$ cat src/hdl/irpfd_pkg.sv
// Shared types, constants and window tables for the IR remote pulse frame decoder.
// No dependencies; every other file in hdl/ refers to this package by scoped names.
package irpfd_pkg;

    // Default capacity of the frame store, in bytes.
    localparam int BUFFER_BYTES_DEF = 32;

    // Reset values of the two configuration registers.
    localparam logic [7:0] TIMEOUT_RESET = 8'd10;
    localparam logic [7:0] TRAILER_RESET = 8'd1;

    // Configuration register indexes.
    localparam logic CFG_TIMEOUT_TICKS = 1'b0;
    localparam logic CFG_TRAILER_TICKS = 1'b1;

    // Request type codes.
    localparam logic REQ_PULSE = 1'b0;
    localparam logic REQ_TICK  = 1'b1;

    // Frame format codes.
    localparam logic FMT_NEC  = 1'b0;
    localparam logic FMT_AEHA = 1'b1;

    // Byte counts that steer frame completion and timer arming.
    localparam int NEC_FRAME_BYTES   = 4;
    localparam int TRAILER_ARM_BYTES = 3;
    localparam int TIMEOUT_KEEP_IDX  = 3;

    typedef struct packed {
        logic        req_type;
        logic [15:0] pulse_width;
        logic        width_overflow;
    } t_in_req;

    typedef struct packed {
        logic [7:0] byte_value;
        logic [4:0] byte_index;
        logic       frame_format;
        logic       last_byte;
    } t_out_res;

    // Pulse windows, in the order they are tried; the two repeat windows are never tried.
    typedef enum logic [2:0] {
        WIN_NEC_LEAD  = 3'd0,
        WIN_AEHA_LEAD = 3'd1,
        WIN_NEC_ZERO  = 3'd2,
        WIN_NEC_ONE   = 3'd3,
        WIN_AEHA_ZERO = 3'd4,
        WIN_AEHA_ONE  = 3'd5,
        WIN_NEC_REP   = 3'd6,
        WIN_AEHA_REP  = 3'd7
    } t_win;

    // Sequencer states.
    typedef enum logic [1:0] {
        SQ_READY   = 2'd0,
        SQ_CLASS   = 2'd1,
        SQ_EMIT_RD = 2'd2,
        SQ_EMIT_WR = 2'd3
    } t_seq;

    // Frame reception state.
    typedef enum logic [1:0] {
        FS_IDLE = 2'd0,
        FS_NEC  = 2'd1,
        FS_AEHA = 2'd2
    } t_frame;

    // Window centers and tolerances in 2 us units.
    localparam logic [15:0] WIN_CENTER [8] = '{
        16'd6744, 16'd2550, 16'd562, 16'd1124, 16'd425, 16'd850, 16'd5620, 16'd3400
    };
    localparam logic [15:0] WIN_TOL [8] = '{
        16'd674, 16'd255, 16'd56, 16'd112, 16'd42, 16'd85, 16'd562, 16'd340
    };

    // Exclusive lower bound of a window.
    function automatic logic [15:0] win_lo(input t_win k);
        return WIN_CENTER[k] - WIN_TOL[k];
    endfunction

    // Exclusive upper bound of a window.
    function automatic logic [15:0] win_hi(input t_win k);
        return WIN_CENTER[k] + WIN_TOL[k];
    endfunction

endpackage

$ cat src/hdl/ir_remote_pulse_frame_decoder.sv
// Top level of the IR remote pulse frame decoder (NEC and AEHA formats).
// Depends on irpfd_pkg for payload structs, state enums, window tables and constants.
//
//  Channel   Direction  Handshake                  Payload
//  --------  ---------  -------------------------  ---------------------------------
//  in        to block   i_in_valid / o_in_stall    irpfd_pkg::t_in_req (width or tick)
//  out       from block o_out_valid / i_out_stall  irpfd_pkg::t_out_res (one byte)
//  cfg       to block   i_cfg_we                   i_cfg_addr, i_cfg_wdata
//
// A tick request is handled as it is accepted. A pulse request is accepted and then the
// windows are tried one at a time by the single shared window comparator, up to six windows.
// Emitting a frame passes through a read state and a write state for each stored byte, due
// to the registered read port of the frame store, and waits while the output is stalled.
// Reset is synchronous and active low; it needs no clearing pass since the frame store is
// only read at entries written in the current frame.
// The output register lets a finished byte wait while the sequencer goes on.
module ir_remote_pulse_frame_decoder #(
    parameter int BUFFER_BYTES = irpfd_pkg::BUFFER_BYTES_DEF
) (
    input  logic                 i_clk,
    input  logic                 i_rst_n,
    input  logic                 i_in_valid,
    output logic                 o_in_stall,
    input  irpfd_pkg::t_in_req   i_in,
    output logic                 o_out_valid,
    input  logic                 i_out_stall,
    output irpfd_pkg::t_out_res  o_out,
    input  logic                 i_cfg_we,
    input  logic                 i_cfg_addr,
    input  logic [7:0]           i_cfg_wdata
);

    // AW indexes the frame store; CW holds a byte count up to BUFFER_BYTES.
    localparam int AW = $clog2(BUFFER_BYTES);
    localparam int CW = $clog2(BUFFER_BYTES + 1);

    localparam logic [CW-1:0] FULL_CNT   = CW'(BUFFER_BYTES);
    localparam logic [CW-1:0] NEC_CNT    = CW'(irpfd_pkg::NEC_FRAME_BYTES);
    localparam logic [CW-1:0] TRL_CNT    = CW'(irpfd_pkg::TRAILER_ARM_BYTES);
    localparam logic [CW-1:0] TO_KEEP    = CW'(irpfd_pkg::TIMEOUT_KEEP_IDX);

    // Sequencer and frame state.
    irpfd_pkg::t_seq   r_seq, n_seq;
    irpfd_pkg::t_frame r_frame, n_frame;
    irpfd_pkg::t_win   r_win, n_win;

    // Configuration registers.
    logic [7:0] r_timeout_ticks;
    logic [7:0] r_trailer_ticks;

    // Frame assembly state.
    logic [7:0]    r_shift, n_shift;
    logic [2:0]    r_bit_cnt, n_bit_cnt;
    logic [CW-1:0] r_byte_cnt, n_byte_cnt;
    logic [7:0]    r_to_left, n_to_left;
    logic [7:0]    r_trl_left, n_trl_left;
    logic          r_to_armed, n_to_armed;
    logic          r_trl_armed, n_trl_armed;

    // Pulse width held while the windows are tried.
    logic [15:0] r_width, n_width;

    // Frame store and its registered read port.
    logic [7:0]    r_mem [BUFFER_BYTES];
    logic [7:0]    r_rd_data;
    logic [AW-1:0] r_rd_idx, n_rd_idx;
    logic          mem_we;

    // Output register.
    logic                r_out_valid, n_out_valid;
    irpfd_pkg::t_out_res r_out, n_out;

    // Internal control flags of the combinational block.
    logic do_idle;
    logic do_start;
    logic start_aeha;
    logic win_hit;
    logic bit_one;
    logic in_take;
    logic to_exp;
    logic trl_exp;

    assign o_in_stall  = (r_seq != irpfd_pkg::SQ_READY);
    assign o_out_valid = r_out_valid;
    assign o_out       = r_out;
    assign in_take     = i_in_valid && (r_seq == irpfd_pkg::SQ_READY);

    // The shared window comparator: both bounds are exclusive.
    assign win_hit = (irpfd_pkg::win_lo(r_win) < r_width) &&
                     (r_width < irpfd_pkg::win_hi(r_win));
    assign bit_one = (r_win == irpfd_pkg::WIN_NEC_ONE) || (r_win == irpfd_pkg::WIN_AEHA_ONE);

    // Each armed timer expires on a tick that finds it already at zero.
    assign to_exp  = r_to_armed && (r_to_left == 8'd0);
    assign trl_exp = r_trl_armed && (r_trl_left == 8'd0);

    always_ff @(posedge i_clk) begin
        if (!i_rst_n) begin
            r_seq           <= irpfd_pkg::SQ_READY;
            r_frame         <= irpfd_pkg::FS_IDLE;
            r_win           <= irpfd_pkg::WIN_NEC_LEAD;
            r_timeout_ticks <= irpfd_pkg::TIMEOUT_RESET;
            r_trailer_ticks <= irpfd_pkg::TRAILER_RESET;
            r_shift         <= 8'd0;
            r_bit_cnt       <= 3'd0;
            r_byte_cnt      <= '0;
            r_to_left       <= irpfd_pkg::TIMEOUT_RESET;
            r_trl_left      <= irpfd_pkg::TRAILER_RESET;
            r_to_armed      <= 1'b0;
            r_trl_armed     <= 1'b0;
            r_rd_idx        <= '0;
            r_out_valid     <= 1'b0;
        end else begin
            r_seq       <= n_seq;
            r_frame     <= n_frame;
            r_win       <= n_win;
            r_shift     <= n_shift;
            r_bit_cnt   <= n_bit_cnt;
            r_byte_cnt  <= n_byte_cnt;
            r_to_left   <= n_to_left;
            r_trl_left  <= n_trl_left;
            r_to_armed  <= n_to_armed;
            r_trl_armed <= n_trl_armed;
            r_rd_idx    <= n_rd_idx;
            r_out_valid <= n_out_valid;
            // Register writes only land in the reload values.
            if (i_cfg_we) begin
                case (i_cfg_addr)
                    irpfd_pkg::CFG_TIMEOUT_TICKS: r_timeout_ticks <= i_cfg_wdata;
                    irpfd_pkg::CFG_TRAILER_TICKS: r_trailer_ticks <= i_cfg_wdata;
                    default: ;
                endcase
            end
        end
    end

    // Payload registers carry no reset.
    always_ff @(posedge i_clk) begin
        r_width <= n_width;
        r_out   <= n_out;
    end

    // Frame store: one write port at the running byte count, one registered read port.
    always_ff @(posedge i_clk) begin
        if (mem_we) begin
            r_mem[r_byte_cnt[AW-1:0]] <= n_shift;
        end
        r_rd_data <= r_mem[r_rd_idx];
    end

    always_comb begin
        n_seq       = r_seq;
        n_frame     = r_frame;
        n_win       = r_win;
        n_shift     = r_shift;
        n_bit_cnt   = r_bit_cnt;
        n_byte_cnt  = r_byte_cnt;
        n_to_left   = r_to_left;
        n_trl_left  = r_trl_left;
        n_to_armed  = r_to_armed;
        n_trl_armed = r_trl_armed;
        n_width     = r_width;
        n_rd_idx    = r_rd_idx;
        n_out_valid = r_out_valid && i_out_stall;
        n_out       = r_out;
        mem_we      = 1'b0;
        do_idle     = 1'b0;
        do_start    = 1'b0;
        start_aeha  = 1'b0;

        case (r_seq)
            irpfd_pkg::SQ_READY: begin
                if (in_take) begin
                    if (i_in.req_type == irpfd_pkg::REQ_TICK) begin
                        // Trailer expiry wins over a receive timeout on the same tick.
                        if (trl_exp) begin
                            n_rd_idx = '0;
                            n_seq    = irpfd_pkg::SQ_EMIT_RD;
                        end else if (to_exp) begin
                            do_idle = 1'b1;
                        end else begin
                            if (r_to_armed) begin
                                n_to_left = r_to_left - 8'd1;
                            end
                            if (r_trl_armed) begin
                                n_trl_left = r_trl_left - 8'd1;
                            end
                        end
                    end else if (i_in.width_overflow) begin
                        do_idle = 1'b1;
                    end else begin
                        n_width = i_in.pulse_width;
                        n_win   = irpfd_pkg::WIN_NEC_LEAD;
                        n_seq   = irpfd_pkg::SQ_CLASS;
                    end
                end
            end

            irpfd_pkg::SQ_CLASS: begin
                if (win_hit) begin
                    n_seq = irpfd_pkg::SQ_READY;
                    case (r_win)
                        irpfd_pkg::WIN_NEC_LEAD: begin
                            do_start = 1'b1;
                        end
                        irpfd_pkg::WIN_AEHA_LEAD: begin
                            do_start   = 1'b1;
                            start_aeha = 1'b1;
                        end
                        default: begin
                            // A data bit; ignored while no frame is open.
                            if (r_frame != irpfd_pkg::FS_IDLE) begin
                                n_shift   = {bit_one, r_shift[7:1]};
                                n_bit_cnt = r_bit_cnt + 3'd1;
                                if (n_bit_cnt == 3'd0) begin
                                    if (r_byte_cnt >= FULL_CNT) begin
                                        do_idle = 1'b1;
                                    end else begin
                                        if (r_frame == irpfd_pkg::FS_AEHA &&
                                            r_byte_cnt > TO_KEEP) begin
                                            n_to_armed = 1'b0;
                                        end
                                        mem_we     = 1'b1;
                                        n_byte_cnt = r_byte_cnt + CW'(1);
                                        if (r_frame == irpfd_pkg::FS_NEC) begin
                                            if (n_byte_cnt >= NEC_CNT ||
                                                n_byte_cnt >= FULL_CNT) begin
                                                n_rd_idx = '0;
                                                n_seq    = irpfd_pkg::SQ_EMIT_RD;
                                            end
                                        end else if (n_byte_cnt >= FULL_CNT) begin
                                            n_rd_idx = '0;
                                            n_seq    = irpfd_pkg::SQ_EMIT_RD;
                                        end else if (n_byte_cnt >= TRL_CNT) begin
                                            n_trl_left  = r_trailer_ticks;
                                            n_trl_armed = 1'b1;
                                        end
                                    end
                                end
                            end
                        end
                    endcase
                end else if (r_win == irpfd_pkg::WIN_AEHA_ONE) begin
                    // Repeat codes and unmatched widths leave everything as it is.
                    n_seq = irpfd_pkg::SQ_READY;
                end else begin
                    n_win = irpfd_pkg::t_win'(r_win + 3'd1);
                end
            end

            irpfd_pkg::SQ_EMIT_RD: begin
                // The store read address is r_rd_idx; data is ready next cycle.
                n_seq = irpfd_pkg::SQ_EMIT_WR;
            end

            irpfd_pkg::SQ_EMIT_WR: begin
                if (!r_out_valid || !i_out_stall) begin
                    n_out_valid            = 1'b1;
                    n_out.byte_value       = r_rd_data;
                    n_out.byte_index       = 5'(r_rd_idx);
                    n_out.frame_format     = (r_frame == irpfd_pkg::FS_AEHA) ?
                                             irpfd_pkg::FMT_AEHA : irpfd_pkg::FMT_NEC;
                    n_out.last_byte        = ((CW'(r_rd_idx) + CW'(1)) == r_byte_cnt);
                    if (n_out.last_byte) begin
                        do_idle = 1'b1;
                        n_seq   = irpfd_pkg::SQ_READY;
                    end else begin
                        n_rd_idx = r_rd_idx + AW'(1);
                        n_seq    = irpfd_pkg::SQ_EMIT_RD;
                    end
                end
            end

            default: begin
                n_seq = irpfd_pkg::SQ_READY;
            end
        endcase

        // Going idle, also the first half of starting a new frame.
        if (do_idle || do_start) begin
            n_frame     = irpfd_pkg::FS_IDLE;
            n_shift     = 8'd0;
            n_bit_cnt   = 3'd0;
            n_byte_cnt  = '0;
            n_to_armed  = 1'b0;
            n_trl_armed = 1'b0;
            n_to_left   = r_timeout_ticks;
            n_trl_left  = r_trailer_ticks;
        end
        if (do_start) begin
            n_frame    = start_aeha ? irpfd_pkg::FS_AEHA : irpfd_pkg::FS_NEC;
            n_to_armed = 1'b1;
        end
    end

endmodule
$ cat config.mk
export PLATFORM = sky130hd
export DESIGN_NAME = ir_remote_pulse_frame_decoder
export DESIGN_NICKNAME = d
export VERILOG_FILES = /design/src/hdl/irpfd_pkg.sv /design/src/hdl/ir_remote_pulse_frame_decoder.sv
export SDC_FILE = /design/constraint.sdc
export NUM_CORES = 1
export LEC_CHECK = 0
export BUFFER_PORTS_ARGS = -buffer_cell sky130_fd_sc_hd__buf_2
export CELL_PAD_IN_SITES_DETAIL_PLACEMENT = 1
export CELL_PAD_IN_SITES_GLOBAL_PLACEMENT = 1
export CORE_UTILIZATION = 47
export DETAILED_ROUTE_END_ITERATION = 8
export PLACE_DENSITY = 0.75
export SETUP_SLACK_MARGIN = 0.1
export SYNTH_ARGS = -nofsm -noshare
export SYNTH_HDL_FRONTEND = slang
export SYNTH_SLANG_ARGS = --single-unit
$ cat constraint.sdc
create_clock -name i_clk -period 6.1 [get_ports i_clk]
set_input_delay 1.22 -clock i_clk [delete_from_list [all_inputs] [get_ports i_clk]]
set_output_delay 1.22 -clock i_clk [all_outputs]
set_load 0.01 [all_outputs]
Yosys cells after proc, flatten, opt, wreduce, memory -nomap -nowiden --
Memory sizes are Yosys's and may differ from the RTL's. A register that Yosys moved wholly into a read port is not among the register bits. Cells that the tools add are included.
Cells by class: add/subtract/negate cells 9, multipliers 0, divide/modulo/power cells 0, $lt $le $gt $ge 8, eq/ne operators 45, shift-type cells 0, multiplexer cells 109, bitwise operators 9, reductions and logical operators 47
Operators by type and width (count):
- 8-bit two-way mux | 26
- 5-bit two-way mux | 13
- 16-bit two-way mux | 4
- 3-bit inequality test, second input constant | 13
- 1-bit two-way mux | 38
- 2-bit two-way mux | 18
- 16-bit less-than comparator | 2
- 2-bit inequality test, second input constant | 14
- 3-bit nonzero test | 7
- 3-bit by 2-bit inequality test with 1-bit output, second input constant | 6
- 6-bit AND reduction | 3
- 16-bit adder | 1
- 8-bit zero test | 2
- 8-bit case mux with 2 select lines | 1
- 2-bit nonzero test | 8
- 16-bit subtractor | 1
- 8-bit by 1-bit subtractor with 8-bit output, second input constant | 2
- 3-bit two-way mux | 5
- 5-bit case mux with 3 select lines | 1
- 14-bit AND reduction | 1
- 13-bit AND reduction | 1
- 6-bit greater-or-equal comparator, second input constant | 2
- 9-bit AND reduction | 1
- 1-bit NOT | 8
- 30 further kinds | 49
Storage, ports and cells: bits in registers 95, bits in latches 0, bits in writable memories 256, bits in read-only memories 256, bits of input ports 32, output and inout bits 17, logic and storage cells 249, memories kept 3
Memory list:
- r_mem | words 32, bits a word 8, read ports 1, clocked after Yosys merged registers in 1, write ports 1, line ir_remote_pulse_frame_decoder.sv:64 | logic [7:0] r_mem [BUFFER_BYTES];
- (no name shown) | words 8, bits a word 16, read ports 1, clocked after Yosys merged registers in 0, write ports 0, line irpfd_pkg.sv:84 | return WIN_CENTER[k] + WIN_TOL[k];
- (no name shown) | words 8, bits a word 16, read ports 1, clocked after Yosys merged registers in 0, write ports 0, line irpfd_pkg.sv:84

Longest topological paths before layout --
Gate-level depths: netlist of run 1.
word-level depth 12, gate-level depth with buffers 24, depth with buffers taken out 21

Worst setup path after synthesis of run 1 --
Ideal clock, no wire load.
kind register to register, start register r_win[0], end memory r_mem[0][0] (data pin), setup time 351 ps, data arrival time 5327 ps, data required time 5749 ps, slack 422 ps, stages on the path, launching flop included 22, path buffers 2, period minus slack after synthesis 5678 ps, cell sequence dfxtp_1 clkbuf_1 inv_1 ha_1 nor2b_1 or2_2 ha_1 o21ai_0 a21oi_1 o21ai_0 a21oi_1 a41o_1 xnor2_1 ha_1 nand2_1 nor4_1 o211ai_1 o21ai_1 or4_1 buf_2 nand2_1 nor2_1
On the way: word-level cells in the longest chain between the ends 11, elaborated cells on any way between the ends 26, classes of those cells add/sub: 2; order compare: 2; eq/ne: 1; mux: 14; bitwise: 1; reduce/logical: 4; memory: 2
Ends and longest elaborated chain:
- from (decl) | line ir_remote_pulse_frame_decoder.sv:45 | irpfd_pkg::t_win r_win, n_win;
- from (signal assigned) | line ir_remote_pulse_frame_decoder.sv:101 | r_win <= irpfd_pkg::WIN_NEC_LEAD;
- from (signal assigned) | line ir_remote_pulse_frame_decoder.sv:116 | r_win <= n_win;
- 3-bit NOT with 4-bit output (implied by the code) | line irpfd_pkg.sv:79, irpfd_pkg.sv:84
- memory 8 x 16 bit
- 16-bit two-way mux (implied by the code) (2 in series) | line irpfd_pkg.sv:84
- 16-bit subtractor or 16-bit adder (tied branches) | line irpfd_pkg.sv:79, irpfd_pkg.sv:84
- 16-bit less-than comparator, on equally long branches | line ir_remote_pulse_frame_decoder.sv:89, ir_remote_pulse_frame_decoder.sv:90
- 1-bit logical AND | line ir_remote_pulse_frame_decoder.sv:89 | assign win_hit = (irpfd_pkg::win_lo(r_win) < r_width) &&
- 1-bit two-way mux | line ir_remote_pulse_frame_decoder.sv:200 | if (win_hit) begin
- 1-bit case mux with 3 select lines or 1-bit two-way mux (tied branches) | line ir_remote_pulse_frame_decoder.sv:171 | case (r_seq)
- 1-bit logical OR | line ir_remote_pulse_frame_decoder.sv:280 | if (do_idle || do_start) begin
- 8-bit two-way mux * | line ir_remote_pulse_frame_decoder.sv:280
- via n_shift[0] | line ir_remote_pulse_frame_decoder.sv:52 | logic [7:0] r_shift, n_shift;
- to (decl) | line ir_remote_pulse_frame_decoder.sv:64
Mark *: on every way through the listed nets, which the timed path passes. The rest lies on a longest branch. The select of a mux whose other input is x is not followed.

Worst setup path after layout of run 1 --
start register r_win[0], end memory r_mem[7][2] (enable)
On the way: word-level cells in the longest chain between the ends 11, elaborated cells on any way between the ends 20, classes of those cells add/sub: 2; order compare: 2; eq/ne: 1; mux: 9; bitwise: 1; reduce/logical: 3; memory: 2
Ends and longest elaborated chain:
- 3-bit NOT with 4-bit output (implied by the code) | line irpfd_pkg.sv:79, irpfd_pkg.sv:84
- memory 8 x 16 bit
- 16-bit two-way mux (implied by the code) (2 in series) | line irpfd_pkg.sv:84
- 16-bit subtractor or 16-bit adder (tied branches) | line irpfd_pkg.sv:79, irpfd_pkg.sv:84
- 16-bit less-than comparator, on equally long branches | line ir_remote_pulse_frame_decoder.sv:89, ir_remote_pulse_frame_decoder.sv:90
- 1-bit logical AND | line ir_remote_pulse_frame_decoder.sv:89
- 1-bit two-way mux * | line ir_remote_pulse_frame_decoder.sv:200
- 1-bit two-way mux * | line ir_remote_pulse_frame_decoder.sv:171
- 1-bit two-way mux * | line ir_remote_pulse_frame_decoder.sv:145 | if (mem_we) begin
- 1-bit two-way mux (implied by the code) * | line ir_remote_pulse_frame_decoder.sv:146 | r_mem[r_byte_cnt[AW-1:0]] <= n_shift;
Mark *: on every way between the ends. The rest lies on a longest branch, timed or not. The select of a mux whose other input is x is not followed.

==> metrics.md, run 1 <==
| Metric | Value |
|---|---|
| Commonest non-fill, non-tap cell in the layout | `edfxtp_1` |
| Finish-stage setup viols | `0` |
| Largest vdd supply drop | `between 0.3 and 0.4 mV` |
| Row count | `67` |
| Area of combinational cells with multiple inputs | `a little over 6000 um^2` |
| Setup slack, reg-to-reg | `approximately 0.46 ns` |
| Clock-pin slew reported for the worst setup and hold paths after clock tree synthesis | `0.06 ns` |
| Flop and latch count out of synthesis | `359` |
| CP endpoint kind | `register` |
| Highest achievable clock rate | `around 180 MHz` |
| Last weighted congestion value of the routability-driven placer | `just under 0.9` |
| Fill cell instance count of the final layout | `around 3300` |
| Insertion delay to the later sink of the worst-skew pair | `about 0.58 ns` |
| Critical path fanouts, max | `9` |
| DRT Pass-1 Iters | `5` |
| Number of standard cells in the final layout excluding fillers | `1758` |
| Worst min path class | `register to register` |
| Nets in the synthesized netlist | `1263` |
| Share of cells above drive strength 1 | `23.82%` |
| Share of the yosys chip area belonging to registers | `roughly 60%` |
| Count of buffering cells on the critical path with inverters included | `5` |
| Fraction of synthesis flops using an asynchronous set or reset pin | `0%` |
| Crit path arrival time | `approximately 5.9 ns` |
| CP Class | `register to register` |
| Number of cell instances on the worst register-to-register path | `24` |
| Drt via density | `around 6` |
| Antenna Violating Nets Remaining | `0` |
| Unrepaired setup endpoints after global routing | `false` |
| Floorplan die width | `approximately 190 um` |
| Total count of max-transition violations in the final report | `0` |
| Register area | `10060 um^2` |
| Post-route cell area | `~19000 um^2` |
| Power density of the placed cells | `between 200 and 300 nW/um^2` |
| Setup WS post-layout | `0.4580 ns` |
| Yosys top cell area share | `between 50% and 60%` |
| Total via count after detailed routing | `approximately 10000` |
| Most area-consuming cells after synthesis | `edfxtp_1 53%, mux4_2 11%, dfxtp_1 8.8%, ha_1 5.0%, a21oi_1 2.1%` |
| First-pass GRT wire length | `approximately 65000 um` |
| Slew at the pin closest to its max-slew limit | `1.083 ns` |
| Number of remaining DRC errors | `0` |
| Final number of hold-violating endpoints | `0` |
| Cell chain of the critical path | `inv_1 > ha_1 > and2_1 > ha_1 > inv_1 > fa_1 > nor2b_1 > o21ai_0 > a21oi_1 > o21ai_0 > a21oi_1 > a41o_1 > xnor2_1 > ha_1 > nand2_1 > nor3_1 > a211oi_2 > o211ai_2 > buf_4 > nor4_2 > buf_4 > nand2_1 > nor2_1 > buf_4` |
| Endpoint of the most critical register-to-register path | `r_mem[7][2]` |
| Destination of the worst hold path | `o_out[9]` |
| Launch instance of the worst register-to-register path | `r_win[0]` |
| Static leakage | `approximately 6.7 nW` |
| Commonest non-fill, non-tap cells in the layout | `287 x edfxtp_1, 84 x nand2_1, 80 x mux4_2, 75 x nor2_1, 71 x buf_4` |
| Initial antenna violation count | `3` |
| Beginning of the worst hold path | `r_rd_data[2]` |
| Max H-tree Level | `2` |
| Final worst-path cycle share | `92.49%` |
| Fin Clk Skew | `roughly 0.022 ns` |
| Cell family with most CP delay | `compound AO/OA/AOI/OAI gates` |
| Boundary Pins | `approximately 50` |
| Growth of design area from synthesis to finish | `15.86%` |
| Clock period minus final worst setup slack | `5.642 ns` |
| Dpl ws | `-0.3867 ns` |
| Detailed-route wire length per cell | `~25 um` |
| Required time of the critical path | `6.38 ns` |
| Leading register cell type out of synthesis | `edfxtp_1` |
| Initial Util | `between 40% and 50%` |
| Buffers on Ports | `48` |
| Number of warnings reported in the yosys synthesis log | `0` |
| Startpoint Class | `register` |
| Crit-path slowest cell | `fa_1` |
| Number of unique standard cell types used by synthesis | `between 70 and 80` |
| Overall power after layout | `approximately 5.3 mW` |
| Post-synthesis area per instance | `approximately 14 um^2` |
| Number of clock sinks | `roughly 360` |
| Half-perimeter wire length after detailed placement | `around 28000 um` |
| Total routed wirelength | `between 40000 and 50000 um` |
| Die Footprint | `~36000 um^2` |
| Initial detailed-routing violation count | `812` |
| Slew headroom | `about 27%` |
| Run status | `finished clean` |
| Clock tree buffer depth | `3` |
| Max-capacitance violation count | `0` |
| Gr usage total | `between 20 and 25%` |
| Hold path cells | `0` |
| Maximum number of pins on one net before global-route repair | `69` |
| Root buffer cell | `clkbuf_16` |
| Post-detailed-placement cell area | `between 15000 and 20000 um^2` |
| Post-synthesis cell count | `1164` |
| Core outline area | `33870 um^2` |
| Number of buffers created by CTS | `39` |
| Nets | `~1400` |
| Number of enable flip-flop cells after synthesis | `287` |
| Fin util | `55.94%` |
| Number of cells after detailed placement | `around 1700` |
| Top cell type by total area after synthesis | `edfxtp_1` |
| CP startpoint | `r_win[0]` |
| CP peak stage delay | `roughly 0.4 ns` |
| Die height | `around 190 um` |
| Total standard cell area after synthesis | `around 16000 um^2` |
| Number of global-route vias before repair | `about 11000` |
| Remaining global-route overflow | `0` |
| CTS tree | `done` |
| Count of inserted antenna diode cells | `0` |
## through the flow
stage          hold slack, ns  setup TNS (ns)
4_1_cts                0.4057               0
3_5_place_dp           0.3897          -67.98
5_1_grt                0.4152               0
6_report               0.4009               0
3_3_place_gp           0.3889               0
2_1_floorplan          0.3855               0
## layer usage
| metal | track usage, % | vias to the layer above | share of wire (%) |
|---|---|---|---|
| li1 | - | 4698 | - |
| met1 | 33.26 | 5387 | 44 |
| met2 | 40.37 | 302 | 49 |
| met3 | 3.949 | 73 | 4.9 |
| met4 | 9.150 | 2 | 2.9 |
| met5 | 0 | - | 0.030 |
## cell type report
type	instances	area share, %
Clock inverter	22	1.268
Tap cell	448	2.958
Inverter	55	1.090
Timing Repair Buffer	119	4.081
Multi-Input combinational cell	705	31.90
Clock buffer	50	5.580
Sequential cell	359	53.12
## sequential cells by signal, summed over array words and instances (netlist names), 5 cells and up
register and count:
o_out 15, r_byte_cnt 6, r_mem 256, r_rd_data 8
r_rd_idx 5, r_shift 8, r_timeout_ticks 8, r_to_left 8
r_trailer_ticks 8, r_trl_left 8, r_width 16
## cells by family after synthesis
group | count (synthesis) | synth area share (%)
flip-flops | 359 | 61.51
AND/OR/NAND/NOR | 314 | 9.396
AO/OA/AOI/OAI | 182 | 7.047
buffers and inverters | 105 | 2.494
multiplexers | 105 | 12.62
adder cells (fa/ha/maj) | 67 | 5.218
XOR/XNOR | 32 | 1.714
## worst reg2reg max path: stages (launching register included)
cell and delay, ns:
dfxtp_1 0.33, inv_1 0.14, ha_1 0.29, and2_1 0.18
ha_1 0.21, inv_1 0.07, fa_1 0.40, nor2b_1 0.12
o21ai_0 0.11, a21oi_1 0.19, o21ai_0 0.12, a21oi_1 0.28
a41o_1 0.24, xnor2_1 0.14, ha_1 0.26, nand2_1 0.12
nor3_1 0.07, a211oi_2 0.28, o211ai_2 0.19, buf_4 0.22
nor4_2 0.28, buf_4 0.22, nand2_1 0.22, nor2_1 0.39
buf_4 0.26
## cells in the mapped netlist (all sizes together), types with 8 or more instances
cell type,instances
nand4,12
o211ai,9
nor2,84
buf,15
mux2,9
nor3,15
or3,11
nand2,86
o21ai,38
inv,54
mux4,80
nand2b,11
dfxtp,72
nand3,42
edfxtp,287
clkbuf,35
nor2b,9
ha,65
a21oi,67
xor2,8
xnor2,24
nor4,12
mux2i,16
## what timing repair did
action	in CTS	in global routing
gates resized for setup	9	11
hold endpoints to repair	0	0
pin swaps	7	6
setup endpoints to repair	256	510
cloned	0	5
setup buffers	3	0
hold buffers	0	0
## power breakdown
part / switching (mW) / internal [mW] / leakage, nW
sequential: 0.0142 / 2.62 / 3.37
clock: 1.02 / 1.38 / 0.635
combinational: 0.156 / 0.0983 / 2.68
total: 1.19 / 4.10 / 6.69
## worst max path at each step
stage	to	depth (start not counted)
2_1_floorplan	r_mem[0][0]	21
3_3_place_gp	r_mem[30][7]	21
3_5_place_dp	r_mem[24][5]	21
4_1_cts	r_mem[20][0]	21
5_1_grt	r_mem[7][2]	23
6_report	r_mem[7][2]	24
Note: power is estimated with default switching activity, not from simulation.
==> inputs of run 2 (changes only) <==
CORE_UTILIZATION = 49   (was 47)
CTS_BUF_LIST = sky130_fd_sc_hd__clkbuf_4 sky130_fd_sc_hd__clkbuf_8   (was unset)
PLACE_DENSITY = 0.78   (was 0.75)
==> metrics.md, run 2 (synthesis results as in run 1) <==
| Metric | Value |
|---|---|
| Run status | `finished clean (unchanged)` |
| Half-perimeter wire length after detailed placement | `30110 um (was 28280 um)` |
| CP Class | `register to register (unchanged)` |
| Cell chain of the critical path | `inv_1 > ha_1 > inv_1 > nor2_2 > a21o_1 > ha_1 > nor2b_1 > o21ai_0 > a21oi_1 > o21ai_0 > a21oi_2 > a41o_1 > xnor2_1 > ha_1 > nand2_1 > nor3_1 > a211oi_2 > o211ai_4 > nor4_2 > buf_4 > nand2_1 > nor2_1 > buf_4 (was inv_1 > ha_1 > and2_1 > ha_1 > inv_1 > fa_1 > nor2b_1 > o21ai_0 > a21oi_1 > o21ai_0 > a21oi_1 > a41o_1 > xnor2_1 > ha_1 > nand2_1 > nor3_1 > a211oi_2 > o211ai_2 > buf_4 > nor4_2 > buf_4 > nand2_1 > nor2_1 > buf_4)` |
| Fill cell instance count of the final layout | `3237 (was 3293)` |
| Part of the power in combinational logic | `4.9% (was 4.8%)` |
| Switching component of the power | `1.138 mW (was 1.194 mW)` |
| Startpoint Class | `register (unchanged)` |
| Die Footprint | `34110 um^2 (was 35540 um^2)` |
| Commonest non-fill, non-tap cell in the layout | `edfxtp_1 (unchanged)` |
| Finish-stage setup viols | `0 (unchanged)` |
| Number of global-route vias before repair | `11080 (was 10850)` |
| Clock tree buffer depth | `3 (unchanged)` |
| Sequential share of power | `52.4% (was 49.8%)` |
| Drt via density | `5.962 (was 5.951)` |
| Post-route cell area | `19100 um^2 (was 18950 um^2)` |
| Slew headroom | `30.05% (was 27.36%)` |
| Number of remaining DRC errors | `0 (unchanged)` |
| Number of clock sinks | `359 (unchanged)` |
| Remaining global-route overflow | `0 (unchanged)` |
| Number of setup buffers added after CTS | `0 (was 3)` |
| DRT Pass-1 Iters | `5 (unchanged)` |
| Root buffer cell | `clkbuf_8 (was clkbuf_16)` |
| Total via count after detailed routing | `10730 (was 10460)` |
| Maximum number of pins on one net before global-route repair | `69 (unchanged)` |
| Total count of max-transition violations in the final report | `0 (unchanged)` |
| Unrepaired setup endpoints after global routing | `false (unchanged)` |
| Slew at the pin closest to its max-slew limit | `1.049 ns (was 1.083 ns)` |
| Initial Util | `50.01% (was 48.29%)` |
| Final number of hold-violating endpoints | `0 (unchanged)` |
| CTS tree | `done (unchanged)` |
| Total routed wirelength | `45860 um (was 43150 um)` |
| Share of total power consumed by net switching | `22.60% (was 22.55%)` |
| Insertion delay to the later sink of the worst-skew pair | `0.64 ns (was 0.58 ns)` |
| Largest vdd supply drop | `0.2880 mV (was 0.3735 mV)` |
| Setup WS post-layout | `0.5447 ns (was 0.4580 ns)` |
| Final worst-path cycle share | `91.07% (was 92.49%)` |
| Core outline area | `32700 um^2 (was 33870 um^2)` |
| Crit-path slowest cell | `dfxtp_2 (was fa_1)` |
| Buffers on Ports | `48 (unchanged)` |
| Floorplan die width | `184.7 um (was 188.5 um)` |
| Clock period minus final worst setup slack | `5.555 ns (was 5.642 ns)` |
| Row count | `66 (was 67)` |
| Antenna Violating Nets Remaining | `0 (unchanged)` |
| Growth of design area from synthesis to finish | `16.81% (was 15.86%)` |
| Max FFs per register | `256 (unchanged)` |
| Last weighted congestion value of the routability-driven placer | `0.8504 (was 0.8796)` |
| Clock network fraction of design power | `42.7% (was 45.4%)` |
| Max-capacitance violation count | `0 (unchanged)` |
| Cell seen most often among critical-path stages | `ha_1` |
| Detailed-route wire length per cell | `25.48 um (was 24.55 um)` |
| Die height | `184.7 um (was 188.5 um)` |
| Commonest non-fill, non-tap cells in the layout | `287 x edfxtp_1, 84 x nand2_1, 80 x mux4_2, 77 x buf_4 (was 287 x edfxtp_1, 84 x nand2_1, 80 x mux4_2, 75 x nor2_1, 71 x buf_4)` |
| Overall power after layout | `5.036 mW (was 5.296 mW)` |
| Final TNS setup | `0 ns (unchanged)` |
| Number of buffers created by CTS | `57 (was 39)` |
| Worst min path class | `register to register (unchanged)` |
| Dpl ws | `-0.1017 ns (was -0.3867 ns)` |
| Max H-tree Level | `2 (unchanged)` |
| Fin util | `58.41% (was 55.94%)` |
| CP peak stage delay | `0.37 ns (was 0.40 ns)` |
| Crit path arrival time | `5.89 ns (was 5.92 ns)` |
| Fin Clk Skew | `0.01399 ns (was 0.02194 ns)` |
| Initial antenna violation count | `1 (was 3)` |
| Highest achievable clock rate | `180.0 MHz (was 177.2 MHz)` |
| Boundary Pins | `49 (unchanged)` |
| Share of cells above drive strength 1 | `27.78% (was 23.82%)` |
| Design internal power | `3.897 mW (was 4.102 mW)` |
| Critical path fanouts, max | `10 (was 9)` |
| Post-detailed-placement cell area | `17590 um^2 (was 17500 um^2)` |
| Gr usage total | `27.12% (was 24.66%)` |
| CP startpoint | `r_win[1] (was r_win[0])` |
| Beginning of the worst hold path | `r_rd_data[1] (was r_rd_data[2])` |
| Static leakage | `6.759 nW (was 6.690 nW)` |
| Clock-pin slew reported for the worst setup and hold paths after clock tree synthesis | `0.06 ns (about the same)` |
| Launch instance of the worst register-to-register path | `r_win[1] (was r_win[0])` |
| Power density of the placed cells | `263.6 nW/um^2 (was 279.5 nW/um^2)` |
| CP endpoint kind | `register (unchanged)` |
| Nets | `1407 (was 1378)` |
| First-pass GRT wire length | `66890 um (was 65410 um)` |
| Initial detailed-routing violation count | `932 (was 812)` |
| Required time of the critical path | `6.44 ns (was 6.38 ns)` |
run 2: cell types whose count changed in the layout (fill, tap and decap cells not counted), moves of 3 or more:
| cell | before | now |
|---|---|---|
| clkbuf_8 | 4 | 69 |
| clkbuf_16 | 39 | 0 |
| clkbuf_4 | 0 | 18 |
| clkinv_1 | 2 | 14 |
| nor2_1 | 75 | 64 |
| mux2i_1 | 16 | 8 |
| clkbuf_1 | 7 | 0 |
| mux2i_4 | 0 | 7 |
| nor2_2 | 2 | 9 |
| nor2_4 | 12 | 19 |
| buf_4 | 71 | 77 |
| clkinv_2 | 8 | 4 |
| inv_6 | 4 | 1 |
run 2: repair_timing:
item / in CTS / in global routing
pin swaps: 0 / 8
endpoints found under the hold margin: 0 / 0
gates cloned: 0 / 8
setup endpoints to repair: 256 / 530
resized for setup: 3 / 53
hold buffers: 0 / 0
run 2: worst max-delay path: cells and delay by family (launching register included):
kind	cells	cell delay [ns]
AO/OA/AOI/OAI	8	1.77
AND/OR/NAND/NOR	7	1.36
adder cells (fa/ha/maj)	3	0.82
buffers and inverters	4	0.74
flip-flops	1	0.37
XOR/XNOR	1	0.17
run 2: per-stage QoR:
step,cells,hold slack (ns)
floorplan,1164,0.3855
global placement,1683,0.3896
detailed placement,1683,0.3896
CTS,1791,0.4099
global route,1799,0.4134
finish,1800,0.4148
run 2: worst paths after layout:
path,endpoint,slack [ns],depth (start not counted)
setup reg to reg,r_mem[10][6],0.54,23
setup / recovery,r_mem[10][6],0.54,23
hold reg to reg,o_out[8],0.41,0
hold / removal,o_out[8],0.41,0
run 2: final cells by class:
class | count | area (um^2) | area share, %
diodes | 1 | 2.502 | 0.01310
well taps | 442 | 553.0 | 2.895
clock inverters | 21 | 126.4 | 0.6616
flip-flops and latches | 359 | 10070 | 52.70
multi-input cells | 708 | 6213 | 32.53
repair buffers | 127 | 849.6 | 4.447
inverters | 55 | 206.4 | 1.081
clock buffers | 87 | 1085 | 5.679
run 2: metal layers:
| layer | global-route usage (%) | part of all wire, % | vias up |
|---|---|---|---|
| met4 | 12.30 | 3.7 | 0 |
| met5 | 0 | 0 | - |
| met3 | 5.315 | 6.7 | 90 |
| met2 | 44.68 | 49 | 418 |
| li1 | - | - | 4781 |
| met1 | 34.79 | 41 | 5442 |
run 2: power groups by stage:
stage	registers, mW	clock network (mW)	logic (mW)
after floorplan	2.69	0	0.166
after global routing	2.64	2.28	0.275
final	2.64	2.15	0.247
after global placement	2.69	0	0.228
after CTS	2.64	2.19	0.238
after detailed placement	2.69	0	0.236
